<file path="config.mk">
export PLATFORM = sky130hd
export DESIGN_NAME = lus_front
export DESIGN_NICKNAME = d
export VERILOG_FILES = /design/src/rtl/lus_pkg.sv /design/src/rtl/lus_front.sv
export SDC_FILE = /design/constraint.sdc
export NUM_CORES = 1
export LEC_CHECK = 0
export BUFFER_PORTS_ARGS = -buffer_cell sky130_fd_sc_hd__buf_2
export CAP_MARGIN = 20
export CORE_ASPECT_RATIO = 0.7
export CORE_UTILIZATION = 40
export DETAILED_ROUTE_END_ITERATION = 16
export PLACE_DENSITY_LB_ADDON = 0.2
export SLEW_MARGIN = 0
export SYNTH_ARGS = -nofsm -noshare
export SYNTH_HDL_FRONTEND = slang
export SYNTH_SLANG_ARGS = --single-unit
</file>
<file path="constraint.sdc">
create_clock -name vclk -period 2.5
set_clock_uncertainty 0.05 [all_clocks]
set_input_delay 0.125 -clock vclk [all_inputs]
set_output_delay 0.125 -clock vclk [all_outputs]
set_load 0.02 [all_outputs]
</file>
<file path="src/rtl/lus_pkg.sv">
`default_nettype none
package lus_pkg;

	localparam int MAX_WIDTH_DEF = 256;
	localparam int MAX_HEIGHT_DEF = 256;
	localparam int QDEPTH = 2;
	localparam int CFG_IW = 8;
	localparam int CFG_DW = 9;
	localparam logic [CFG_IW-1:0] CFG_FRAME_WIDTH = 8'd0;
	localparam logic [CFG_IW-1:0] CFG_FRAME_HEIGHT = 8'd1;
	localparam logic [CFG_DW-1:0] FRAME_DIM_RESET = 9'd256;
	localparam logic CMD_WRITE = 1'b0;
	localparam logic CMD_READ = 1'b1;

	typedef struct packed {
		logic cmd;
		logic [9:0] pos_x;
		logic [9:0] pos_y;
		logic [7:0] pixel_in;
	} item_t;

	typedef struct packed {
		logic [7:0] sample;
		logic out_of_range;
	} result_t;

	typedef enum logic [1:0] {
		K_WRITE,
		K_READ,
		K_OOR
	} kind_t;

	typedef struct packed {
		kind_t kind;
		item_t item;
	} qent_t;

endpackage
`default_nettype wire

</file>
<file path="src/rtl/lus_front.sv">
`default_nettype none
module lus_front #(
	parameter int MAX_WIDTH = lus_pkg::MAX_WIDTH_DEF,
	parameter int MAX_HEIGHT = lus_pkg::MAX_HEIGHT_DEF
) (
	input wire logic start,
	input wire lus_pkg::item_t item,
	input wire logic [$clog2(MAX_WIDTH+1)-1:0] eff_w,
	input wire logic [$clog2(MAX_HEIGHT+1)-1:0] eff_h,
	input wire logic q_full,
	output logic busy,
	output logic push,
	output lus_pkg::qent_t push_ent
);

	localparam int EW = $clog2(MAX_WIDTH+1);
	localparam int EH = $clog2(MAX_HEIGHT+1);
	localparam int EM = (EW > EH) ? EW : EH;
	localparam int LW = (EM + 3 > 11) ? EM + 3 : 11;

	logic [LW-1:0] px;
	logic [LW-1:0] py;
	logic [LW-1:0] lim_x;
	logic [LW-1:0] lim_y;
	logic in_store;
	logic beyond;

	assign busy = q_full;

	always_comb begin
		px = LW'(item.pos_x);
		py = LW'(item.pos_y);
		lim_x = (LW'(eff_w) << 2) - LW'(4);
		lim_y = (LW'(eff_h) << 2) - LW'(4);
		in_store = (px < LW'(MAX_WIDTH)) && (py < LW'(MAX_HEIGHT));
		beyond = (px > lim_x) || (py > lim_y);
		push_ent.item = item;
		if (item.cmd == lus_pkg::CMD_WRITE) begin
			push_ent.kind = lus_pkg::K_WRITE;
			push = start && !q_full && in_store;
		end else begin
			push_ent.kind = beyond ? lus_pkg::K_OOR : lus_pkg::K_READ;
			push = start && !q_full;
		end
	end

endmodule
`default_nettype wire

</file>
==> results by group <==
Outcome
  • Status: completed

Die
  • Die Span X: 59.35 µm
  • Core Area: 2155 µm²
  • Initial Utilization: between 40% and 50%
  • Die area: ~2500 µm²
  • I/O pins: 82
  • Row count: 14
  • Die height: between 40 and 50 µm

Synthesis
  • Commonest cells in the netlist: 30 x buf_4, 18 x ha_1, 8 x nand2_1
  • Avg Inst Size Synth: 7.611 µm²
  • Area leader, netlist: buf_4
  • Synth unique cells: 27
  • Synth Net Count: between 150 and 200
  • Cells after Synth: 121
  • Post-Syn Area: 920.9 µm²
  • Sequential element share of the synthesized area: 0%
  • Yosys top cell area share: 24.46%
  • Count leader, synth: buf_4
  • Synth warn: 0
  • Largest cells by area after synthesis: buf_4 24%, ha_1 24%, xor2_1 6.7%, xnor2_1 4.8%, nor4_4 4.6%

Setup path
  • Type of origin of the critical path: input pin
  • CP Capture Type: primary output
  • Crit-path max FO: 3
  • Crit Path Category: input pin to primary output
  • WP data arrival: ~2.3 ns
  • Worst endpoint required time: 2.33 ns

Route
  • Antenna Violating Nets Remaining: 0
  • Routed WL per cell: 11.30 µm
  • 1st-iter DRT viols: 33
  • Drt first pass iters: 4
  • DRC: 0
  • Via count: 952
  • Vias per cell: 4.832
  • Post-Route WL: about 2200 µm

Layout
  • Multi-input gate area: 695.7 µm²
  • Fin area: 1175 µm²
  • Nets@finish: 234
  • Seq Cell Count: 0
  • Diode count: 0
  • Fin util: 54.53%
  • Reg area: 0 µm²
  • Layout cells sized above 1: between 40 and 50%
  • Clock buffers: 0
  • P&R area growth vs syn: 27.58%
  • Post-route insts no fill: 197
  • FILL cells: between 200 and 250

Worst hold path
  • HP Class: input pin to primary output
  • Hold Crit Start: item[2]
  • WHS Path Cells: 0
  • Worst Hold Endpoint: push_ent[2]

STA
  • Endpoints failing setup: 0
  • Min Tclk post-route: around 2.4 ns
  • Hold Fails Final Rpt: 0
  • Worst-Margin Slew: between 0.3 and 0.4 ns
  • Max Freq: 412.3 MHz
  • Worst rel slew slack: 79.22%
  • Fin crit share: 97.02%
  • RSZ-0062 raised after global routing: true
  • Hold_ws: between 0.2 and 0.25 ns
  • Setup TNS: 0 ns
  • Final slew viol count: 0
  • Final WS setup: 0.07442 ns

Pwr
  • Switching share of power: 54.37%
  • Lkg Pwr: 0.6092 nW
  • Pint: 99.78 µW
  • Gate power share: between 90% and 100%
  • Pwr Total: between 200 and 250 µW
  • Clk pwr share: 0%
  • VDD IR-drop max: between 0.07 and 0.08 mV
  • Pwr Density: 186.1 nW/µm²
  • Sw Pwr: 118.9 µW
  • Sequential power share: 0%

Placed design
  • Port bufs: 66
  • Routability cong.: 0.8162
  • Dpl ws: -0.03876 ns
  • Post-DP Area: 1081 µm²
  • Cells after DPL: 191
  • DPL Wire Length: 1878 µm

GRT
  • Global-route wire length before repair: 3270 µm
  • Total GRT Usage: between 10% and 20%
  • Vias in the first global route: 832
  • Largest net degree at the start of global routing: 6
  • Initial antenna violation count: 0
  • Remaining global-route overflow: 0

Flow run
  • Max-capacitance violation count: 0

CTS
  • CTS Hold Buffers Added: 0
==> power groups by stage <==
stage               logic [mW]  registers, mW  clock network, mW
finish                   0.219              0                  0
global route             0.242              0                  0
CTS                      0.204              0                  0
detailed placement       0.201              0                  0
global placement         0.198              0                  0
floorplan                0.156              0                  0
==> repair_timing <==
item | 4_1_cts | 5_1_grt
pin swaps | 3 | 7
endpoints found under the setup margin | 2 | 2
resized for setup | 1 | 13
buffers inserted | 1 | 5
==> cell families (layout without fill, tap and decap cells) <==
group           Yosys count  count (layout)  share of synthesized area (%)
buf+inv                  37              81                          27.31
xor+xnor                 12              12                          11.41
simple gates             35              35                          23.23
compound gates           19              19                          13.59
fa+ha+maj                18              18                          24.46
==> cells in the final DEF, fill, tap and decap left out, types with 2 or more instances in the layout <==
master and instances:
nor2_1 6, nand4_1 4, nand2_1 8, ha_1 18, xnor2_1 5, o21bai_1 2
buf_4 8, inv_1 7, buf_6 2, a21oi_1 7, nor2b_1 2, nand3b_1 2
nor3_1 4, buf_2 63, o21ai_0 2, xor2_1 7, nor4_4 2
==> how the worst max path moves through the flow <==
stage / startpoint / to / cells after the start
floorplan: eff_h[1] / push_ent[29] / 9
global placement: eff_h[5] / push_ent[29] / 11
detailed placement: eff_h[5] / push_ent[29] / 11
CTS: eff_h[2] / push_ent[29] / 11
global route: eff_h[5] / push_ent[29] / 11
finish: eff_h[5] / push_ent[29] / 11
==> routing by layer <==
layer | GRT usage, % | up-vias | part of all wire, %
met2 | 30.34 | 40 | 48
met4 | 3.810 | 0 | 1.7
met1 | 20.41 | 414 | 45
li1 | - | 488 | -
met3 | 0.3086 | 10 | 6.2
met5 | 0 | - | 0
==> critical path, stage by stage <==
cell	delay (ns)
buf_8	0.10
nor4_4	0.30
nand2_1	0.11
xor2_1	0.18
ha_1	0.30
nand4_1	0.15
or4_4	0.45
a2bb2oi_2	0.15
o31ai_2	0.06
and3_1	0.20
buf_6	0.12
==> final cells by class <==
class	instances	share of cell area, %
inverter	7	2.236
multi-input combinational	84	59.21
tap	32	3.408
timing repair buffer	74	35.14
Power figures use the tool's default switching activity.
