`src/rtl/lus_pkg.sv`:
```
`default_nettype none
package lus_pkg;

	localparam int MAX_WIDTH_DEF = 256;
	localparam int MAX_HEIGHT_DEF = 256;
	localparam int QDEPTH = 2;
	localparam int CFG_IW = 8;
	localparam int CFG_DW = 9;
	localparam logic [CFG_IW-1:0] CFG_FRAME_WIDTH = 8'd0;
	localparam logic [CFG_IW-1:0] CFG_FRAME_HEIGHT = 8'd1;
	localparam logic [CFG_DW-1:0] FRAME_DIM_RESET = 9'd256;
	localparam logic CMD_WRITE = 1'b0;
	localparam logic CMD_READ = 1'b1;

	typedef struct packed {
		logic cmd;
		logic [9:0] pos_x;
		logic [9:0] pos_y;
		logic [7:0] pixel_in;
	} item_t;

	typedef struct packed {
		logic [7:0] sample;
		logic out_of_range;
	} result_t;

	typedef enum logic [1:0] {
		K_WRITE,
		K_READ,
		K_OOR
	} kind_t;

	typedef struct packed {
		kind_t kind;
		item_t item;
	} qent_t;

endpackage
`default_nettype wire

```
`src/rtl/lus_queue.sv`:
```
`default_nettype none
module lus_queue (
	input wire logic clk,
	input wire logic arst_n,
	input wire logic push,
	input wire lus_pkg::qent_t push_ent,
	input wire logic pop,
	output logic full,
	output logic head_valid,
	output lus_pkg::qent_t head
);

	localparam int PW = $clog2(lus_pkg::QDEPTH);
	localparam int CW = $clog2(lus_pkg::QDEPTH + 1);

	lus_pkg::qent_t mem_q [lus_pkg::QDEPTH];
	logic [PW-1:0] wp_q;
	logic [PW-1:0] rp_q;
	logic [CW-1:0] cnt_q;
	logic do_push;
	logic do_pop;

	assign full = (cnt_q == CW'(lus_pkg::QDEPTH));
	assign head_valid = (cnt_q != '0);
	assign head = mem_q[rp_q];
	assign do_push = push && !full;
	assign do_pop = pop && head_valid;

	always_ff @(posedge clk) begin
		if (do_push) begin
			mem_q[wp_q] <= push_ent;
		end
	end

	always_ff @(posedge clk or negedge arst_n) begin
		if (!arst_n) begin
			wp_q <= '0;
			rp_q <= '0;
			cnt_q <= '0;
		end else begin
			if (do_push) begin
				wp_q <= (wp_q == PW'(lus_pkg::QDEPTH - 1)) ? '0 : wp_q + PW'(1);
			end
			if (do_pop) begin
				rp_q <= (rp_q == PW'(lus_pkg::QDEPTH - 1)) ? '0 : rp_q + PW'(1);
			end
			cnt_q <= cnt_q + CW'(do_push) - CW'(do_pop);
		end
	end

endmodule
`default_nettype wire

```
`config.mk`:
```
export PLATFORM = sky130hd
export DESIGN_NAME = lus_queue
export DESIGN_NICKNAME = d
export VERILOG_FILES = /design/src/rtl/lus_pkg.sv /design/src/rtl/lus_queue.sv
export SDC_FILE = /design/constraint.sdc
export NUM_CORES = 1
export LEC_CHECK = 0
export BUFFER_PORTS_ARGS = -buffer_cell sky130_fd_sc_hd__buf_2
export CAP_MARGIN = 20
export CORE_ASPECT_RATIO = 1.75
export CORE_MARGIN = 5
export CORE_UTILIZATION = 55
export DETAILED_ROUTE_END_ITERATION = 7
export PLACE_DENSITY = 0.93
export SLEW_MARGIN = 20
export SYNTH_ARGS = -nofsm -noshare
export SYNTH_HDL_FRONTEND = slang
export SYNTH_SLANG_ARGS = --single-unit
```
`constraint.sdc`:
```
create_clock -name clk -period 7.6 [get_ports clk]
set_clock_uncertainty 0.1 [all_clocks]
set_input_delay 0.76 -clock clk [delete_from_list [all_inputs] [get_ports clk]]
set_output_delay 0.76 -clock clk [all_outputs]
set_load 0.005 [all_outputs]
```
==> results of run 1 <==
-- worst max-delay path by stage --
stage | startpoint | to | slack [ps]
3_3_place_gp | push | mem_q[0][9]$_DFFE_PP_ | 5200
5_1_grt | rp_q$_DFFE_PN0P_ | head[9] | 4910
4_1_cts | rp_q$_DFFE_PN0P_ | head[29] | 4960
2_1_floorplan | push | mem_q[0][0]$_DFFE_PP_ | 4910
3_5_place_dp | push | mem_q[0][13]$_DFFE_PP_ | 5160
6_report | rp_q$_DFFE_PN0P_ | head[9] | 5000
-- power by group --
group          total, mW  switching, mW  internal (mW)
logic              0.325          0.156          0.169
clock network      0.284          0.116          0.168
registers          0.529         0.0289          0.500
-- metrics by stage --
step | hold slack (ps) | cells | power, mW | worst slack (ps)
floorplan | 360 | 115 | 0.750 | 4910
global placement | 374 | 232 | 0.852 | 5200
detailed placement | 387 | 232 | 0.870 | 5160
CTS | 113 | 248 | 1.15 | 4960
global route | 116 | 248 | 1.20 | 4910
finish | 130 | 248 | 1.14 | 5000
-- area by class of cell --
cell class | instances | area [sq um] | share of cell area, %
Timing Repair Buffer | 70 | 358 | 11.7
Sequential cell | 66 | 1960 | 64.3
Inverter | 2 | 7.51 | 0.246
Tap cell | 51 | 63.8 | 2.09
Clock buffer | 13 | 159 | 5.21
Multi-Input combinational cell | 43 | 462 | 15.1
Clock inverter | 3 | 38.8 | 1.27
-- kinds of logic after synthesis --
group | count (synthesis) | synth area share [%]
adders and majority gates | 2 | 1.01
DFF | 66 | 79.3
xor gates and xnor gates | 4 | 1.42
and+or+nand+nor | 6 | 1.42
muxes | 31 | 14.7
buffers and inverters | 6 | 2.12
-- synthesized netlist by cell type --
cell type	count
nor2_1	1
xnor2_1	3
buf_6	4
nand2b_1	1
or2_1	1
mux2_2	27
xor2_1	1
inv_1	2
mux2_4	4
edfxtp_1	62
and2_4	1
ha_1	2
nand2_1	1
dfrtp_1	4
and3_1	1
-- registers in the layout, indices dropped and copies added (netlist names) --
signal / count
mem_q: 62
cnt_q: 2
rp_q: 1
wp_q: 1
-- per-layer routing --
metal	up-vias	track usage (%)	wire, um
met1	624	16.9	1440
met4	0	6.51	40
met2	42	28.3	2530
li1	596	-	-
met3	4	5.24	265
met5	-	0	0
-- critical path, stage by stage, from the launching register on --
cell and delay (ps):
dfrtp_1 490, buf_4 400, mux2_2 390, buf_2 130
==> results_dict.tcl, run 1 <==
set metrics [dict create \
    areaGrowthSynthToFinish_pct 23.3 \
    reg2reg_to "mem_q[0][9]$_DFFE_PP_" \
    postRouteAntennaNets 0 \
    slew_headroom_pct 46.0 \
    n_fill_cell 314 \
    clk_latency_ps 320 \
    drv_cap 0 \
    initialDrtViolationCount 27 \
    clock-sinks 66 \
    hold_viol_final 0 \
    port_buffers 67 \
    antenna_cells 0 \
    tightest_slew_ps 809 \
    hold_path.class "in -> async" \
    netlist_instances 115 \
    grt_max_degree 28 \
    grt_pass1_vias 1398 \
    start_util_pct 56.2 \
    fin_crit_ps 2600 \
    dieArea_sq_um 5990 \
    firstDrtPassIters 3 \
    drcViolationCount 0 \
    ys_warn_count 0 \
    clkTransAtPathRegs_ps 60 \
    cts_made_buffers 9 \
    synth_nets 152 \
    layout_commonest_cell "buf_2" \
    dr_total_vias 1266 \
    ctsHoldBuffers 0 \
    critical_path_class "reg -> out" \
    worst_ep_required_time_ps 6740 \
    setup_viol 0 \
    cts_setup_buffers 0 \
    outcome "completed" \
    rows 32 \
    grt_pass1_wl_um 6760 \
    rr_startpoint "cnt_q[1]$_DFF_PN0_" \
    cp_max_fo 27 \
    grt.overflow.total 0 \
    core-area_sq_um 4400 \
    cp-end-kind "primary output" \
    die_width_um 60.7 \
    reg2reg_slack_ps 5470 \
    tns_ps 0 \
    clock_path_buffers 2 \
    syn_area_sq_um 2470 \
    synth.largest_area_cell "edfxtp_1" \
    r2r.worst_path.cells 4 \
    wl_um 4280 \
    nNetsFinal 229 \
    gp_congestion 0.686 \
    fin_crit_sh_pct 34.2 \
    root_buffer "clkbuf_8" \
    fin_util_pct 69.3 \
    seq_area_frac_synth_pct 79.3 \
    io_pins 68 \
    viasPerCell 5.10 \
    drive_above_1_share_pct 58.9 \
    avgSynthCellArea_sq_um 21.5 \
    synth.distinct_cells 15 \
    critPathArrivalTime_ps 1740 \
    placed_area_sq_um 2850 \
    power.leakage_nw 1.20 \
    rsz0062_at_grt "no" \
    ctsHtreeMaxLevel 3 \
    slew_violations 0 \
    max_freq_ghz 0.385 \
    gr-usage-all-layers_pct 16.1 \
    synth_area_leaders "edfxtp_1, mux2_2, dfrtp_1" \
    final_area_sq_um 3050 \
    startpoint_type "flop" \
    mostFrequentLayoutCells "buf_2, edfxtp_1, mux2_2" \
    hpwl_um 3110 \
    die_y_um 98.7 \
    vdd_drop_max_v 0.000289 \
    wl_per_cell_um 17.2 \
    cts_resized 0 \
    p_per_area_nw_per_um2 373 \
    tritoncts "done" \
    antenna_found_initial 0 \
    synth-seq-cells 66 \
    synth_top_area_share_pct 75.3 \
]
Power figures use the tool's default switching activity.
==> run 2: changes to the inputs <==
- CORE_UTILIZATION: 55 -> 51
- PLACE_DENSITY: 0.93 -> 0.88
- clock period: 7.6 -> 2.6 ns (I/O delays scaled with it)
==> results_dict.tcl, run 2 (synthesis results as in run 1) <==
set metrics [dict create \
    outcome "completed" \
    rows 33 \
    critPathArrivalTime_ps 1620 \
    p_per_area_nw_per_um2 1050 \
    worst_ep_required_time_ps 2240 \
    cp-end-kind "primary output" \
    clk_latency_ps 330 \
    gr-usage-all-layers_pct 14.9 \
    top_register "mem_q" \
    slowest_delay_ps 540 \
    wl_per_cell_um 16.8 \
    reg_top3 "mem_q (62), cnt_q (2)" \
    firstDrtPassIters 4 \
    antenna_cells 0 \
    tns_ps 0 \
    cts_made_buffers 9 \
    die_width_um 62.6 \
    tritoncts "done" \
    clockPowerShare_pct 23.5 \
    hpwl_um 3010 \
    grt_pass1_wl_um 7040 \
    crit_chain "buf_12 > mux2_2 > buf_2" \
    hold_path.class "in -> reg" \
    gp_congestion 0.699 \
    cp_top_family "flip-flops" \
    slew_violations 0 \
    tightest_slew_ps 370 \
    fin_hold_ws_ps 12.2 \
    viasPerCell 5.10 \
    drive_above_1_share_pct 55.5 \
    p_seq_share_pct 46.5 \
    layout_commonest_cell "buf_2" \
    postRouteAntennaNets 0 \
    switchingPower_mw 0.893 \
    drcViolationCount 0 \
    areaGrowthSynthToFinish_pct 27.7 \
    wl_um 4390 \
    cts_resized 0 \
    p_int_mw 2.43 \
    slew_headroom_pct 75.3 \
    critical_path_class "reg -> out" \
    placed_area_sq_um 2880 \
    largest_register_ffs 62 \
    ctsHoldBuffers 10 \
    antenna_found_initial 0 \
    clock-sinks 66 \
    clock_path_buffers 2 \
    pre_cts_ws_ps 758 \
    clkTransAtPathRegs_ps 70 \
    critPathBufInv 2 \
    initialDrtViolationCount 26 \
    pwr-share-comb_pct 30.0 \
    start_util_pct 52.6 \
    startpoint_type "flop" \
    rsz0062_at_grt "no" \
    cts_setup_buffers 0 \
    dr_total_vias 1332 \
    drv_cap 0 \
    cp_max_fo 27 \
    final_area_sq_um 3160 \
    swShare_pct 26.9 \
    slowest_stage "dfrtp_1" \
    fin_crit_sh_pct 76.1 \
    timing.final.ws_setup_ps 622 \
    reg2reg_slack_ps 730 \
    io_pins 68 \
    hold_viol_final 0 \
    root_buffer "clkbuf_8" \
    dieArea_sq_um 6400 \
    grt.overflow.total 0 \
    ctsHtreeMaxLevel 3 \
    setup_viol 0 \
    nNetsFinal 241 \
    power.leakage_nw 1.24 \
    vdd_drop_max_v 0.000827 \
    port_buffers 67 \
    core-area_sq_um 4710 \
    grt_pass1_vias 1469 \
    mostFrequentLayoutCells "buf_2, edfxtp_1, mux2_2" \
    fin_crit_ps 1980 \
    max_freq_ghz 0.506 \
    fin_util_pct 67.1 \
    die_y_um 102 \
    grt_max_degree 28 \
]
-- run 2: per-stage QoR --
step	total power, mW	instances
floorplan	2.19	115
global placement	2.54	235
detailed placement	2.58	235
CTS	3.38	261
global route	3.51	261
finish	3.32	261
-- run 2: cell type report --
class                      instances  area [sq um]
clock buffer                      12           135
clock inverter                     4          42.5
fill                             349          1550
inverter                           2          7.51
multi-input combinational         43           462
sequential                        66          1960
tap                               52          65.1
timing repair buffer              82           485
-- run 2: routing by layer --
layer  global-route usage (%)  share of wire (%)  vias up
met5                        0                  0        -
met4                     8.66                2.2        0
met3                     4.95                6.0        9
met2                     26.2                 57       41
met1                     15.4                 35      663
li1                         -                  -      619
-- run 2: worst paths after layout --
path,cells past startpoint,endpoint,start
max,3,head[22],rp_q$_DFFE_PN0P_
min,1,mem_q[0][5]$_DFFE_PP_,push_ent[5]
max reg2reg,7,cnt_q[1]$_DFF_PN0_,cnt_q[1]$_DFF_PN0_
min reg2reg,1,wp_q$_DFFE_PN0P_,wp_q$_DFFE_PN0P_
max in group asynchronous,2,cnt_q[0]$_DFF_PN0_,arst_n
min in group asynchronous,2,wp_q$_DFFE_PN0P_,arst_n
-- run 2: power groups by stage --
| stage | sequential [mW] | clock [mW] | combinational, mW |
|---|---|---|---|
| floorplan | 1.53 | 0 | 0.658 |
| CTS | 1.55 | 0.803 | 1.03 |
| global route | 1.57 | 0.854 | 1.09 |
| detailed placement | 1.57 | 0 | 1.01 |
| finish | 1.55 | 0.781 | 0.997 |
| global placement | 1.55 | 0 | 0.992 |
==> run 3: changes to the inputs <==
- clock period: 2.6 -> 1.85 ns (I/O delays scaled with it)
==> results_dict.tcl, run 3 (synthesis results as in run 1) <==
set metrics [dict create \
    startpoint_type "flop" \
    mostFrequentLayoutCells "buf_2, edfxtp_1, dlygate4sd3_1" \
    die_width_um 62.6 \
    antenna_cells 0 \
    io_pins 68 \
    clkTransAtPathRegs_ps 80 \
    pre_cts_ws_ps 79.6 \
    reg_top3 "mem_q (62), cnt_q (2)" \
    grt_max_degree 32 \
    hpwl_um 2900 \
    clk_latency_ps 340 \
    largest_register_ffs 62 \
    cts_resized 0 \
    viasPerCell 5.11 \
    grt_pass1_vias 1585 \
    start_util_pct 52.6 \
    fin_hold_ws_ps 72.5 \
    drive_above_1_share_pct 52.4 \
    root_buffer "clkbuf_8" \
    fin_crit_sh_pct 96.9 \
    wl_per_cell_um 18.1 \
    cts_made_buffers 9 \
    grt_pass1_wl_um 8200 \
    setup_viol 0 \
    rsz0062_at_grt "no" \
    postRouteAntennaNets 0 \
    slew_headroom_pct 86.6 \
    dr_wl_met2_um 2800 \
    initialDrtViolationCount 39 \
    outcome "completed" \
    cp_max_fo 3 \
    gp_congestion 0.810 \
    ctsHtreeMaxLevel 3 \
    fin_crit_ps 1790 \
    tightest_slew_ps 201 \
    drv_cap 0 \
    met3_length_um 367 \
    dieArea_sq_um 6400 \
    tns_ps 0 \
    hold_path.class "in -> reg" \
    clock_path_buffers 2 \
    cp-end-kind "flop" \
    drcViolationCount 0 \
    nNetsFinal 263 \
    slew_violations 0 \
    r2r.worst_path.cells 7 \
    core-area_sq_um 4710 \
    areaGrowthSynthToFinish_pct 39.8 \
    rr_startpoint "cnt_q[1]$_DFF_PN0_" \
    timing.final.ws_setup_ps 56.6 \
    placed_area_sq_um 2900 \
    dr_total_vias 1446 \
    reg2reg_slack_ps 60 \
    die_y_um 102 \
    final_area_sq_um 3460 \
    max_freq_ghz 0.558 \
    finalPower_mw 5.06 \
    rows 33 \
    hold_end "rp_q$_DFFE_PN0P_" \
    top_layer "met4" \
    hp-start "pop" \
    hold_viol_final 0 \
    wl_um 5130 \
    top_register "mem_q" \
    vdd_drop_max_v 0.00108 \
    layout_commonest_cell "buf_2" \
    gr-usage-all-layers_pct 17.4 \
    critPathArrivalTime_ps 1960 \
    grt.overflow.total 0 \
    port_buffers 67 \
    clock-sinks 66 \
    n_fill_cell 289 \
    power.leakage_nw 1.36 \
    tritoncts "done" \
    drt-met1-wl_um 1860 \
    antenna_found_initial 0 \
    reg2reg_to "cnt_q[1]$_DFF_PN0_" \
    firstDrtPassIters 4 \
    worst_ep_required_time_ps 2010 \
    p_per_area_nw_per_um2 1460 \
    critical_path_class "reg -> reg" \
    holdPathStages 3 \
]
-- run 3: report_power, final --
group	total, mW	internal (mW)	switching (mW)
logic	1.56	0.837	0.719
clock network	1.34	0.770	0.574
registers	2.16	2.05	0.116
total	5.06	3.65	1.41
-- run 3: timing repair --
| item | in CTS | in global routing |
|---|---|---|
| hold buffers | 32 | 0 |
| endpoints found under the hold margin | 66 | 0 |
| setup endpoints to repair | 0 | 1 |
| buffers inserted | 0 | 1 |
-- run 3: worst max path at each step --
stage	endpoint	from	depth (start not counted)	slack, ps
floorplan	mem_q[1][0]$_DFFE_PP_	cnt_q[1]$_DFF_PN0_	2	60
global placement	cnt_q[1]$_DFF_PN0_	cnt_q[1]$_DFF_PN0_	7	130
detailed placement	cnt_q[1]$_DFF_PN0_	cnt_q[1]$_DFF_PN0_	7	80
CTS	cnt_q[1]$_DFF_PN0_	cnt_q[1]$_DFF_PN0_	7	60
global route	cnt_q[1]$_DFF_PN0_	cnt_q[1]$_DFF_PN0_	7	1
finish	cnt_q[1]$_DFF_PN0_	cnt_q[1]$_DFF_PN0_	7	60
-- run 3: metrics by stage --
step / util (%) / cells
after floorplan: - / 115
after global placement: 61.7 / 234
after detailed placement: 61.7 / 234
after CTS: 73.3 / 282
after global routing: 73.4 / 283
final: 73.4 / 283
-- run 3: final cells by class --
| cell class | instances | area, sq um | area share (%) |
|---|---|---|---|
| clock buffers | 9 | 124 | 3.58 |
| well taps | 52 | 65.1 | 1.88 |
| clock inverters | 7 | 101 | 2.93 |
| repair buffers | 104 | 731 | 21.1 |
| flip-flops and latches | 66 | 1960 | 56.7 |
| inverters | 2 | 7.51 | 0.217 |
| multi-input cells | 43 | 467 | 13.5 |
-- run 3: per-layer routing --
layer	up-vias	global-route usage, %
met3	14	6.27
met5	-	0
met2	60	30.2
met4	0	7.35
met1	707	19.2
li1	665	-
-- run 3: worst max-delay path: stages, from the launching register on --
cell and delay (ps):
dfrtp_1 420, or2_1 250, and2_4 170, ha_1 270
inv_1 40, ha_1 180, xnor2_1 170, xnor2_1 140
